$ cat config.mk
export PLATFORM = sky130hd
export DESIGN_NAME = hex_frame_receiver_core
export DESIGN_NICKNAME = d
export VERILOG_FILES = /design/src/hw/rtl/hfr_pkg.sv /design/src/hw/rtl/hfr_alu.sv /design/src/hw/rtl/hfr_mem.sv /design/src/hw/rtl/hex_frame_receiver_core.sv
export SDC_FILE = /design/constraint.sdc
export NUM_CORES = 1
export LEC_CHECK = 0
export BUFFER_PORTS_ARGS = -buffer_cell sky130_fd_sc_hd__buf_2
export CAP_MARGIN = 15
export CORE_UTILIZATION = 55
export CTS_BUF_LIST = sky130_fd_sc_hd__clkbuf_4
export DETAILED_ROUTE_END_ITERATION = 8
export PLACE_DENSITY = 0.74
export SKIP_CTS_REPAIR_TIMING = 1
export SLEW_MARGIN = 20
export SYNTH_ARGS = -nofsm -noshare
export SYNTH_HDL_FRONTEND = slang
export SYNTH_HIERARCHICAL = 1
export SYNTH_SLANG_ARGS = --single-unit
$ cat constraint.sdc
create_clock -name clk -period 4.4 [get_ports clk]
set_input_delay 0.44 -clock clk [delete_from_list [all_inputs] [get_ports clk]]
set_output_delay 0.44 -clock clk [all_outputs]
set_load 0.02 [all_outputs]
$ cat src/hw/rtl/hfr_pkg.sv
// Shared types, constants and decode helpers for the hex frame receiver.
`timescale 1ns / 1ps
package hfr_pkg;

	localparam int BUFFER_BYTES = 64;
	localparam int FILL_W = $clog2(BUFFER_BYTES + 1);
	localparam int ADDR_W = $clog2(BUFFER_BYTES);

	localparam logic [7:0] SOH_CHAR = 8'h01;
	localparam logic [7:0] STX_CHAR = 8'h02;

	// frame length limits: shortest legal frame, shortest frame with a message code, shortest frame with a payload pair
	localparam int LEN_MIN = 6;
	localparam int LEN_MSG = 7;
	localparam int LEN_PAIR = 9;
	localparam int SIZE_OVERHEAD = 4;
	localparam int PAY_START = 4;

	typedef enum logic [2:0] {
		STAT_WAIT    = 3'd0,
		STAT_PENDING = 3'd1,
		STAT_BAD     = 3'd2,
		STAT_BAD_SUM = 3'd3,
		STAT_OK      = 3'd4
	} status_t;

	typedef struct packed {
		logic [7:0] a;
		logic [7:0] b;
		logic       sub;
	} alu_req_t;

	typedef struct packed {
		logic              we;
		logic [ADDR_W-1:0] waddr;
		logic [7:0]        wdata;
		logic              re;
		logic [ADDR_W-1:0] raddr;
	} mem_req_t;

	// upper-case hex digit to value, anything else decodes as zero
	function automatic logic [3:0] nibble_of(input logic [7:0] c);
		logic [7:0] d;
		begin
			d = 8'h00;
			if (c >= 8'h30 && c <= 8'h39) begin
				d = c - 8'h30;
			end else if (c >= 8'h41 && c <= 8'h46) begin
				d = c - 8'h37;
			end
			return d[3:0];
		end
	endfunction

endpackage

$ cat src/hw/rtl/hfr_alu.sv
// Shared 8-bit add/subtract unit used for the running sum, checksum and address steps.
`timescale 1ns / 1ps
module hfr_alu (
	input  hfr_pkg::alu_req_t req,
	output logic [7:0]        y
);

	always_comb begin
		if (req.sub) begin
			y = req.a - req.b;
		end else begin
			y = req.a + req.b;
		end
	end

endmodule

$ cat src/hw/rtl/hfr_mem.sv
// Frame byte store: one write port, one read port with registered read data.
`timescale 1ns / 1ps
module hfr_mem (
	input  logic              clk,
	input  hfr_pkg::mem_req_t req,
	output logic [7:0]        rdata
);

	logic [7:0] mem_q [hfr_pkg::BUFFER_BYTES];

	always_ff @(posedge clk) begin
		if (req.we) begin
			mem_q[req.waddr] <= req.wdata;
		end
	end

	always_ff @(posedge clk) begin
		if (req.re) begin
			rdata <= mem_q[req.raddr];
		end
	end

endmodule

$ cat src/hw/rtl/hex_frame_receiver_core.sv
// Top level of the hex frame receiver: byte sequencer, checksum steps and output register.
// Each received byte is one transaction on the input and yields one status transaction,
// or on a good frame a status transaction followed by one transaction per decoded payload
// byte. A byte goes through accept, update and emit; emit holds while the output is stalled.
// On the closing STX the shared 8-bit adder runs three more steps to form the checksum,
// then the header result goes out and each payload byte is read as two stored digits
// through the single read port of the 64-byte frame store. The input is stalled until the
// last result of the current byte has been loaded into the output register.
`timescale 1ns / 1ps
module hex_frame_receiver_core (
	input  logic       clk,
	input  logic       arst_n,
	input  logic       in_valid,
	output logic       in_stall,
	input  logic [7:0] rx_byte,
	output logic       out_valid,
	input  logic       out_stall,
	output logic [2:0] status,
	output logic [7:0] msg_code,
	output logic [7:0] data_byte,
	output logic       has_data,
	output logic       last
);

	localparam int FW = hfr_pkg::FILL_W;
	localparam int AW = hfr_pkg::ADDR_W;

	typedef enum logic [9:0] {
		S_IDLE  = 10'b00_0000_0001,
		S_STEP  = 10'b00_0000_0010,
		S_EMIT  = 10'b00_0000_0100,
		S_CHK_A = 10'b00_0000_1000,
		S_CHK_B = 10'b00_0001_0000,
		S_CHK_C = 10'b00_0010_0000,
		S_HDR   = 10'b00_0100_0000,
		S_P_HI  = 10'b00_1000_0000,
		S_P_LO  = 10'b01_0000_0000,
		S_P_OUT = 10'b10_0000_0000
	} state_t;

	state_t           state_q, state_d;
	logic [FW-1:0]    fill_q;
	logic [7:0]       sum_q;
	logic [7:0]       byte_q;
	logic [7:0]       last1_q, last2_q;
	logic [3:0]       size_hi_q, size_lo_q;
	logic [7:0]       msg_q;
	logic [7:0]       acc_q;
	logic [FW-1:0]    p_q;
	logic [3:0]       hi_nib_q;
	hfr_pkg::status_t res_q;

	logic             out_valid_q;
	hfr_pkg::status_t status_q;
	logic [7:0]       msg_code_q, data_byte_q;
	logic             has_data_q, last_q;

	hfr_pkg::alu_req_t alu_req;
	logic [7:0]        alu_y;
	hfr_pkg::mem_req_t mem_req;
	logic [7:0]        mem_rdata;

	logic       slot_free;
	logic       out_load;
	logic       in_take;
	logic [7:0] want;
	logic [7:0] size_val;
	logic       fill_lo;
	logic       pair_last;

	hfr_alu u_alu (
		.req (alu_req),
		.y   (alu_y)
	);

	hfr_mem u_mem (
		.clk   (clk),
		.req   (mem_req),
		.rdata (mem_rdata)
	);

	assign slot_free = !out_valid_q || !out_stall;
	assign out_load  = slot_free &&
	                   (state_q == S_EMIT || state_q == S_HDR || state_q == S_P_OUT);
	assign in_stall  = (state_q != S_IDLE);
	assign in_take   = in_valid && !in_stall;
	assign want      = {hfr_pkg::nibble_of(last2_q), hfr_pkg::nibble_of(last1_q)};
	assign size_val  = {size_hi_q, size_lo_q};
	assign fill_lo   = (fill_q == FW'(1)) || (fill_q == FW'(2));
	assign pair_last = (9'(p_q) + 9'(hfr_pkg::PAY_START + 3)) > 9'(fill_q);

	always_comb begin
		alu_req.a   = sum_q;
		alu_req.b   = byte_q;
		alu_req.sub = 1'b0;
		unique case (state_q)
			S_CHK_A: begin
				alu_req.a   = sum_q;
				alu_req.b   = last2_q;
				alu_req.sub = 1'b1;
			end
			S_CHK_B: begin
				alu_req.a   = acc_q;
				alu_req.b   = last1_q;
				alu_req.sub = 1'b1;
			end
			S_CHK_C: begin
				alu_req.a   = acc_q;
				alu_req.b   = hfr_pkg::STX_CHAR;
				alu_req.sub = 1'b1;
			end
			S_P_OUT: begin
				alu_req.a   = 8'(p_q);
				alu_req.b   = 8'd2;
				alu_req.sub = 1'b0;
			end
			default: begin
				alu_req.a   = sum_q;
				alu_req.b   = byte_q;
				alu_req.sub = 1'b0;
			end
		endcase
	end

	always_comb begin
		mem_req.we    = 1'b0;
		mem_req.waddr = fill_q[AW-1:0];
		mem_req.wdata = byte_q;
		mem_req.re    = 1'b0;
		mem_req.raddr = p_q[AW-1:0];
		if (state_q == S_STEP) begin
			if (fill_q == '0) begin
				mem_req.we = (byte_q == hfr_pkg::SOH_CHAR);
			end else if (fill_lo) begin
				if (byte_q == hfr_pkg::SOH_CHAR) begin
					mem_req.we    = 1'b1;
					mem_req.waddr = '0;
				end else begin
					mem_req.we = (byte_q != hfr_pkg::STX_CHAR);
				end
			end else if (fill_q < FW'(hfr_pkg::BUFFER_BYTES)) begin
				mem_req.we = 1'b1;
				// a new SOH restarts the frame at the head of the store
				if (byte_q == hfr_pkg::SOH_CHAR) begin
					mem_req.waddr = '0;
				end
			end
		end else if (state_q == S_P_HI) begin
			mem_req.re = 1'b1;
		end else if (state_q == S_P_LO) begin
			mem_req.re    = 1'b1;
			mem_req.raddr = {p_q[AW-1:1], 1'b1};
		end
	end

	always_ff @(posedge clk or negedge arst_n) begin
		if (!arst_n) begin
			state_q     <= S_IDLE;
			fill_q      <= '0;
			sum_q       <= '0;
			out_valid_q <= 1'b0;
		end else begin
			state_q <= state_d;
			if (out_load) begin
				out_valid_q <= 1'b1;
			end else if (!out_stall) begin
				out_valid_q <= 1'b0;
			end
			unique case (state_q)
				S_STEP: begin
					if (fill_q == '0) begin
						if (byte_q == hfr_pkg::SOH_CHAR) begin
							fill_q <= FW'(1);
						end
					end else if (fill_lo) begin
						if (byte_q == hfr_pkg::SOH_CHAR) begin
							fill_q <= FW'(1);
							sum_q  <= '0;
						end else if (byte_q == hfr_pkg::STX_CHAR) begin
							fill_q <= '0;
							sum_q  <= '0;
						end else begin
							fill_q <= fill_q + FW'(1);
						end
					end else if (fill_q < FW'(hfr_pkg::BUFFER_BYTES)) begin
						if (byte_q == hfr_pkg::SOH_CHAR) begin
							fill_q <= FW'(1);
							sum_q  <= '0;
						end else begin
							fill_q <= fill_q + FW'(1);
							sum_q  <= alu_y;
						end
					end else begin
						// store full: drop the byte and start over
						fill_q <= '0;
						sum_q  <= '0;
					end
				end
				S_CHK_A: begin
					if (fill_q < FW'(hfr_pkg::LEN_MIN) ||
					    9'(size_val) + 9'(hfr_pkg::SIZE_OVERHEAD) != 9'(fill_q)) begin
						fill_q <= '0;
						sum_q  <= '0;
					end
				end
				S_CHK_C: begin
					if (alu_y != want) begin
						fill_q <= '0;
						sum_q  <= '0;
					end
				end
				S_HDR: begin
					if (slot_free) begin
						if (fill_q < FW'(hfr_pkg::LEN_PAIR)) begin
							fill_q <= '0;
							sum_q  <= '0;
						end
					end
				end
				S_P_OUT: begin
					if (slot_free) begin
						if (pair_last) begin
							fill_q <= '0;
							sum_q  <= '0;
						end
					end
				end
				default: begin
				end
			endcase
		end
	end

	always_ff @(posedge clk) begin
		if (in_take) begin
			byte_q <= rx_byte;
		end
		unique case (state_q)
			S_STEP: begin
				if (fill_q == '0) begin
					res_q <= (byte_q == hfr_pkg::SOH_CHAR) ? hfr_pkg::STAT_PENDING
					                                       : hfr_pkg::STAT_WAIT;
				end else if (fill_lo) begin
					res_q <= (byte_q == hfr_pkg::STX_CHAR) ? hfr_pkg::STAT_BAD
					                                       : hfr_pkg::STAT_PENDING;
				end else if (fill_q < FW'(hfr_pkg::BUFFER_BYTES)) begin
					res_q <= hfr_pkg::STAT_PENDING;
				end else begin
					res_q <= hfr_pkg::STAT_WAIT;
				end
				if (byte_q != hfr_pkg::STX_CHAR) begin
					last2_q <= last1_q;
					last1_q <= byte_q;
				end
				if (fill_q == FW'(1)) begin
					size_hi_q <= hfr_pkg::nibble_of(byte_q);
				end
				if (fill_q == FW'(2)) begin
					size_lo_q <= hfr_pkg::nibble_of(byte_q);
				end
				if (fill_q == FW'(3)) begin
					msg_q <= byte_q;
				end
			end
			S_CHK_A: begin
				acc_q <= alu_y;
				res_q <= hfr_pkg::STAT_BAD;
			end
			S_CHK_B: begin
				acc_q <= alu_y;
			end
			S_CHK_C: begin
				res_q <= hfr_pkg::STAT_BAD_SUM;
			end
			S_HDR: begin
				p_q <= FW'(hfr_pkg::PAY_START);
			end
			S_P_LO: begin
				hi_nib_q <= hfr_pkg::nibble_of(mem_rdata);
			end
			S_P_OUT: begin
				if (slot_free) begin
					p_q <= FW'(alu_y);
				end
			end
			default: begin
			end
		endcase
	end

	// output register payload
	always_ff @(posedge clk) begin
		if (slot_free) begin
			if (state_q == S_EMIT) begin
				status_q    <= res_q;
				msg_code_q  <= '0;
				data_byte_q <= '0;
				has_data_q  <= 1'b0;
				last_q      <= 1'b1;
			end else if (state_q == S_HDR) begin
				status_q    <= hfr_pkg::STAT_OK;
				msg_code_q  <= (fill_q >= FW'(hfr_pkg::LEN_MSG)) ? msg_q : 8'h00;
				data_byte_q <= '0;
				has_data_q  <= 1'b0;
				last_q      <= (fill_q < FW'(hfr_pkg::LEN_PAIR));
			end else if (state_q == S_P_OUT) begin
				status_q    <= hfr_pkg::STAT_OK;
				data_byte_q <= {hi_nib_q, hfr_pkg::nibble_of(mem_rdata)};
				has_data_q  <= 1'b1;
				last_q      <= pair_last;
			end
		end
	end

	always_comb begin
		state_d = state_q;
		unique case (state_q)
			S_IDLE: begin
				if (in_take) begin
					state_d = S_STEP;
				end
			end
			S_STEP: begin
				if (byte_q == hfr_pkg::STX_CHAR && !fill_lo && fill_q != '0 &&
				    fill_q < FW'(hfr_pkg::BUFFER_BYTES)) begin
					state_d = S_CHK_A;
				end else begin
					state_d = S_EMIT;
				end
			end
			S_EMIT: begin
				if (slot_free) begin
					state_d = S_IDLE;
				end
			end
			S_CHK_A: begin
				if (fill_q < FW'(hfr_pkg::LEN_MIN) ||
				    9'(size_val) + 9'(hfr_pkg::SIZE_OVERHEAD) != 9'(fill_q)) begin
					state_d = S_EMIT;
				end else begin
					state_d = S_CHK_B;
				end
			end
			S_CHK_B: state_d = S_CHK_C;
			S_CHK_C: begin
				state_d = (alu_y != want) ? S_EMIT : S_HDR;
			end
			S_HDR: begin
				if (slot_free) begin
					state_d = (fill_q < FW'(hfr_pkg::LEN_PAIR)) ? S_IDLE : S_P_HI;
				end
			end
			S_P_HI: state_d = S_P_LO;
			S_P_LO: state_d = S_P_OUT;
			S_P_OUT: begin
				if (slot_free) begin
					state_d = pair_last ? S_IDLE : S_P_HI;
				end
			end
			default: state_d = S_IDLE;
		endcase
	end

	assign out_valid = out_valid_q;
	assign status    = status_q;
	assign msg_code  = msg_code_q;
	assign data_byte = data_byte_q;
	assign has_data  = has_data_q;
	assign last      = last_q;

	a_fill_bound: assert property (@(posedge clk) disable iff (!arst_n)
		fill_q <= FW'(hfr_pkg::BUFFER_BYTES))
		else $error("fill count beyond store size");

	a_data_ok: assert property (@(posedge clk) disable iff (!arst_n)
		out_valid_q && has_data_q |-> status_q == hfr_pkg::STAT_OK)
		else $error("payload byte outside a good frame");

	a_busy_after_take: assert property (@(posedge clk) disable iff (!arst_n)
		in_take |=> in_stall)
		else $error("input taken again before the byte was processed");

	a_read_in_frame: assert property (@(posedge clk) disable iff (!arst_n)
		state_q == S_P_HI |-> 9'(p_q) + 9'd1 < 9'(fill_q))
		else $error("payload read past the stored frame");

	a_idle_empty_out: assert property (@(posedge clk) disable iff (!arst_n)
		state_q == S_IDLE && $past(state_q) == S_P_OUT |-> fill_q == '0)
		else $error("frame state not cleared after payload");

endmodule

* After elaboration in Yosys (flattened, before gate mapping) *
Memories as Yosys holds them, arrays and structs flattened. A register that Yosys moved wholly into a read port is not among the register bits.
Index checks and enable logic that the tools add are counted.

storage, ports and cells
  memory bits (writable) = 512
  bits in read-only memories = 0
  register bits = 109
  bits in latches = 0
  memories = 1
  output and inout port bits = 23

operators by class
  div/mod/pow operators = 0
  multiply operators = 0
  equality and inequality tests = 31
  multiplexer cells = 79
  shifts and indexed selects = 0
  $add $sub $neg = 13
  order comparisons = 21
  reduce and logical (&&, ||, !) cells = 41
  bitwise operators = 0

memory list
  name         depth  bits a word  rd ports  clocked after memory_dff  write ports  line          RTL
  u_mem.mem_q  64     8            1         1                         1            hfr_mem.sv:9  logic [7:0] mem_q [hfr_pkg::BUFFER_BYTES];

operator list
  kind                                                            count
  2-to-1 mux 8 bit                                                18
  2-to-1 mux 7 bit                                                20
  case mux 10 bit (10 select lines)                               1
  case mux 17 bit (4 select lines)                                1
  2-to-1 mux 10 bit                                               4
  case mux 8 bit (5 select lines)                                 1
  2-to-1 mux 4 bit                                                9
  case mux 7 bit (5 select lines)                                 1
  >= comparator 8 x 6 -> 1 bit, second input constant             4
  >= comparator 8 x 7 -> 1 bit, second input constant             4
  less-or-equal comparator 8 x 6 -> 1 bit, second input constant  4
  less-or-equal comparator 8 x 7 -> 1 bit, second input constant  4
  2-to-1 mux 6 bit                                                3
  inequality test 2 bit, second input constant                    8
  subtractor 4 x 1 -> 4 bit, second input constant                4
  subtractor 4 x 3 -> 4 bit, second input constant                4
  == test 7 x 2 -> 1 bit, second input constant                   2
  case mux 7 bit (2 select lines)                                 1
  AND reduction 2 bit                                             7
  logical AND 1 bit                                               13
  2-to-1 mux 1 bit                                                12
  == test 10 x 1 -> 1 bit, second input constant                  1
  == test 10 bit, second input constant                           1
  == test 10 x 2 -> 1 bit, second input constant                  1
  other kinds (42)                                                57

* Longest topological paths before layout *
  depth after elaboration = 9
  gate-level depth with buffers = 22
  depth with buffers taken out = 21

* Cells and area by module *
The synthesis kept the hierarchy.

by module, submodules not included
  module                   seq. area each (um2)  times used  area each (um2)  cells each
  hfr_mem                  15,615.0              1           20,270.7         972
  hex_frame_receiver_core  3,114.2               1           5,960.7          536
  hfr_alu                  0.0                   1           467.9            61

* Worst setup path before layout *
No wires, ideal clock.

  path kind = reg-to-reg
  from = reg state_q[1]
  to = reg fill_q[1]
  period minus slack after synthesis = 4.900 ns
  data required time = 4.275 ns
  setup slack = -0.500 ns
  stages on the path, launching flop included = 20
  setup time = 0.125 ns
  path buffers = 2
  arrival time = 4.775 ns
  path through = dfrtp_1 -> nor4_4 -> and3_1 -> clkbuf_1 -> clkbuf_1 -> nor2_1 -> a22oi_1 -> inv_1 -> ha_1 -> mux2i_1 -> fa_1 -> a21o_1 -> a21oi_2 -> nor2b_1 -> o311ai_2 -> xnor2_1 -> nor3_1 -> nand4_1 -> o311ai_4 -> mux2_4

RTL lines
  element                 line                            RTL
  from (decl)             hex_frame_receiver_core.sv:41   state_t state_q, state_d;
  from (signal assigned)  hex_frame_receiver_core.sv:163  state_q <= state_d;
  to (signal assigned)    hex_frame_receiver_core.sv:183  fill_q <= fill_q + FW'(1);
  to (signal assigned)    hex_frame_receiver_core.sv:190  fill_q <= fill_q + FW'(1);
  to (decl)               hex_frame_receiver_core.sv:42   logic [FW-1:0] fill_q;

==> impl_metrics.tcl <==
set metrics [dict create \
    dp_cells 2293 \
    drc 0 \
    syn_nets 1616 \
    fin_cells 2573 \
    drt-total-wl_um 61060 \
    grt_pass1_vias 16014 \
    r2r_setup_slack_ns -0.02 \
    start_util_pct 55.80 \
    cts_tree "yes" \
    synthTopCellsByArea "edfxtp_1, mux4_2, dfrtp_1" \
    yosysSeqAreaShare_pct 70.15 \
    synth-edff-count 602 \
    vias_per_cell 6.175 \
    portBuffers 34 \
    rsz0062_at_grt "yes" \
    grt_usage_pct 25.53 \
    synth_cells 1569 \
    netlist.area_leader.share_pct 67.71 \
    fin_crit_sh_pct 100.5 \
    tightestPinTransition_ns 1.081 \
    dr.first_iter.drc_count 1612 \
    die_width_um 222.3 \
    pin_count 35 \
    synth_cell_types 88 \
    vias 15889 \
    overflow 0 \
    end_kind "flip-flop" \
    cp-start-kind "flip-flop" \
    wl_per_cell_um 23.73 \
    yosysTopAreaCell "edfxtp_1" \
    final_area_um2 30560 \
    syn_area_per_cell_um2 17.02 \
    cts_buffer_depth 3 \
    whs_ns 0.005405 \
    pwr-share-comb_pct 16.5 \
    final-setup-viol-count 4 \
    cp.required_ns 5.26 \
    synth_seq_cells 628 \
    nets 1900 \
    ys_warn_count 6 \
    worstSetupPathType "flip-flop to flip-flop" \
    r2r_end "fill_q[6]$_DFFE_PN0P_" \
    grt_pass1_wl_um 93010 \
    grt_max_degree 72 \
    ys.flop_type "edfxtp_1" \
    power.switching_mw 3.797 \
    numCtsBuffers 154 \
    p_leak_nw 10.82 \
    firstDrtPassIters 6 \
    fmaxAchievable_mhz 226.2 \
    synthArstFlopShare_pct 4.140 \
    layout_setup_ws_ns -0.01997 \
    ant_nets 0 \
    setup.worst_path.start "state_q[1]$_DFFE_PN0P_" \
    drv_cap 0 \
    seq_power_share_pct 50.6 \
    clk_latency_ns 0.98 \
    power_frac_clock_pct 32.9 \
    skew_ns 0.05748 \
    slew_violations 0 \
    drive_gt1_share_pct 30.43 \
    num_rows 80 \
    cts.sinks 628 \
    place_hpwl_um 39210 \
    sw_frac_of_total_pct 27.17 \
    die_h_um 222.3 \
    layout_commonest_cell "edfxtp_1" \
    vdd_ir_drop_max_mv 0.2356 \
    netlist_area_um2 26700 \
    cts.htree.levels 4 \
    hold_viol_final 0 \
    powerDensity_nw_per_um2 457.3 \
    post-route-min-period_ns 4.420 \
    relSlewSlack_pct 27.94 \
    cts-root-buf "clkbuf_4" \
    antenna_found_initial 2 \
    final_cell_mix "edfxtp_1, clkbuf_4, buf_4" \
    intPower_mw 10.18 \
    core_um2 47850 \
    rr_worst_depth 21 \
    area_growth_syn_to_layout_pct 14.46 \
    reg2reg_from "state_q[1]$_DFFE_PN0P_" \
    violations "setup timing" \
    placed_cell_area_um2 28470 \
    clk_pin_slew_ns 0.07 \
    gp_congestion 0.9097 \
    status "finished, violations left" \
    cp.arrival_ns 5.28 \
    cp_max_fo 8 \
    hold_path_class "input pin to async pin" \
    critical_path.endpoint "fill_q[6]$_DFFE_PN0P_" \
    dieArea_um2 49430 \
]
## per-layer routing
metal / global-route usage [%] / up-vias / routed length, µm / part of all wire [%]
met5: 0 / - / 0 / 0
met4: 12.50 / 0 / 2208 / 3.6
met3: 5.739 / 155 / 5482 / 9.0
met2: 39.72 / 777 / 29310 / 48
met1: 34.34 / 8035 / 24050 / 39
li1: - / 6922 / - / -
## worst max-delay path, stage by stage (launching register included)
cell and delay, ns:
dfrtp_1 0.40, nor4_4 0.30, nand3_1 0.12, or3b_4 0.43, nand2_4 0.09, nor2_4 0.07, buf_4 0.14, a22oi_2 0.19
inv_1 0.08, ha_2 0.33, mux2i_2 0.09, fa_2 0.37, a21o_1 0.20, a21oi_2 0.16, nor2b_1 0.07, o311ai_2 0.27
xnor2_1 0.12, nor3_2 0.15, nand4_1 0.12, buf_6 0.17, o311ai_4 0.09, mux2_4 0.33
## worst min path at each step
| stage | startpoint | to | depth (start not counted) |
|---|---|---|---|
| final | arst_n | fill_q[2]$_DFFE_PN0P_ | 2 |
| after global routing | arst_n | fill_q[6]$_DFFE_PN0P_ | 2 |
| after CTS | arst_n | fill_q[2]$_DFFE_PN0P_ | 1 |
| after detailed placement | arst_n | state_q[2]$_DFFE_PN0P_ | 1 |
| after global placement | arst_n | state_q[1]$_DFFE_PN0P_ | 1 |
| after floorplan | arst_n | fill_q[0]$_DFFE_PN0P_ | 0 |
## area by class of cell
class | count | area, µm²
sequential | 628 | 18730
tap | 615 | 769.5
antenna | 3 | 7.507
inverter | 61 | 230.2
clock inverter | 58 | 351.6
clock buffer | 200 | 1501
fill | 3307 | 17290
timing repair buffer | 197 | 1479
multi-input combinational | 811 | 7492
## per-stage QoR
| stage | TNS, ns | util, % | total power, mW | setup slack [ns] |
|---|---|---|---|---|
| 3_5_place_dp | -2.346 | 59.50 | 9.368 | -0.2075 |
| 5_1_grt | -4.526 | 63.87 | 14.57 | -0.3725 |
| 6_report | -0.05861 | 63.87 | 13.98 | -0.01997 |
| 3_3_place_gp | -1.137 | 59.48 | 9.314 | -0.1012 |
| 2_1_floorplan | -0.2860 | - | 8.481 | -0.09278 |
| 4_1_cts | -2.943 | 63.37 | 13.97 | -0.2785 |
## power by group through the flow
stage / logic [mW] / registers [mW] / clock network [mW]
floorplan: 1.21 / 7.27 / 0
global placement: 2.12 / 7.20 / 0
detailed placement: 2.17 / 7.20 / 0
CTS: 2.18 / 7.07 / 4.71
global route: 2.51 / 7.08 / 4.98
finish: 2.30 / 7.08 / 4.60
## registers in the layout (all words and copies together) (netlist names)
signal	count
p_q	7
status	3
data_byte	8
last1_q	8
byte_q	8
has_data	1
out_valid	1
msg_code	8
hi_nib_q	4
fill_q	7
msg_q	8
last2_q	8
u_mem/mem_q	512
acc_q	8
u_mem/rdata	8
state_q	10
size_lo_q	4
res_q	2
sum_q	8
last	1
size_hi_q	4
## logic make-up after synthesis
group,count (synthesis),synth area share [%]
adder cells (fa/ha/maj),35,1.668
XOR/XNOR,33,1.083
flip-flops,628,70.15
multiplexers,156,11.70
AND/OR/NAND/NOR,394,7.746
AO/OA/AOI/OAI,193,5.366
buffers and inverters,130,2.287
## synthesized netlist by cell type, types with 5 or more instances
| master | instances |
|---|---|
| nor3b_1 | 5 |
| nor3_1 | 19 |
| inv_1 | 58 |
| nand4_1 | 9 |
| a31oi_1 | 17 |
| o22ai_1 | 25 |
| a21o_1 | 5 |
| buf_2 | 19 |
| ha_1 | 34 |
| edfxtp_1 | 602 |
| a221oi_1 | 8 |
| buf_4 | 10 |
| mux2i_1 | 29 |
| a22o_1 | 8 |
| nor4_1 | 10 |
| and3_1 | 7 |
| a222oi_1 | 14 |
| and2_1 | 26 |
| nand2_1 | 54 |
| a21oi_1 | 25 |
| or3b_2 | 7 |
| xor2_1 | 9 |
| nand3_1 | 35 |
| o21ai_0 | 23 |
| nand3b_1 | 14 |
| mux4_2 | 124 |
| nand2b_1 | 15 |
| nor2b_1 | 23 |
| xnor2_1 | 24 |
| clkbuf_1 | 31 |
| o221ai_1 | 7 |
| or2_2 | 9 |
| buf_6 | 6 |
| a22oi_1 | 12 |
| dfrtp_1 | 25 |
| o21bai_1 | 6 |
| nor2_1 | 133 |
Power figures use the tool's default switching activity.
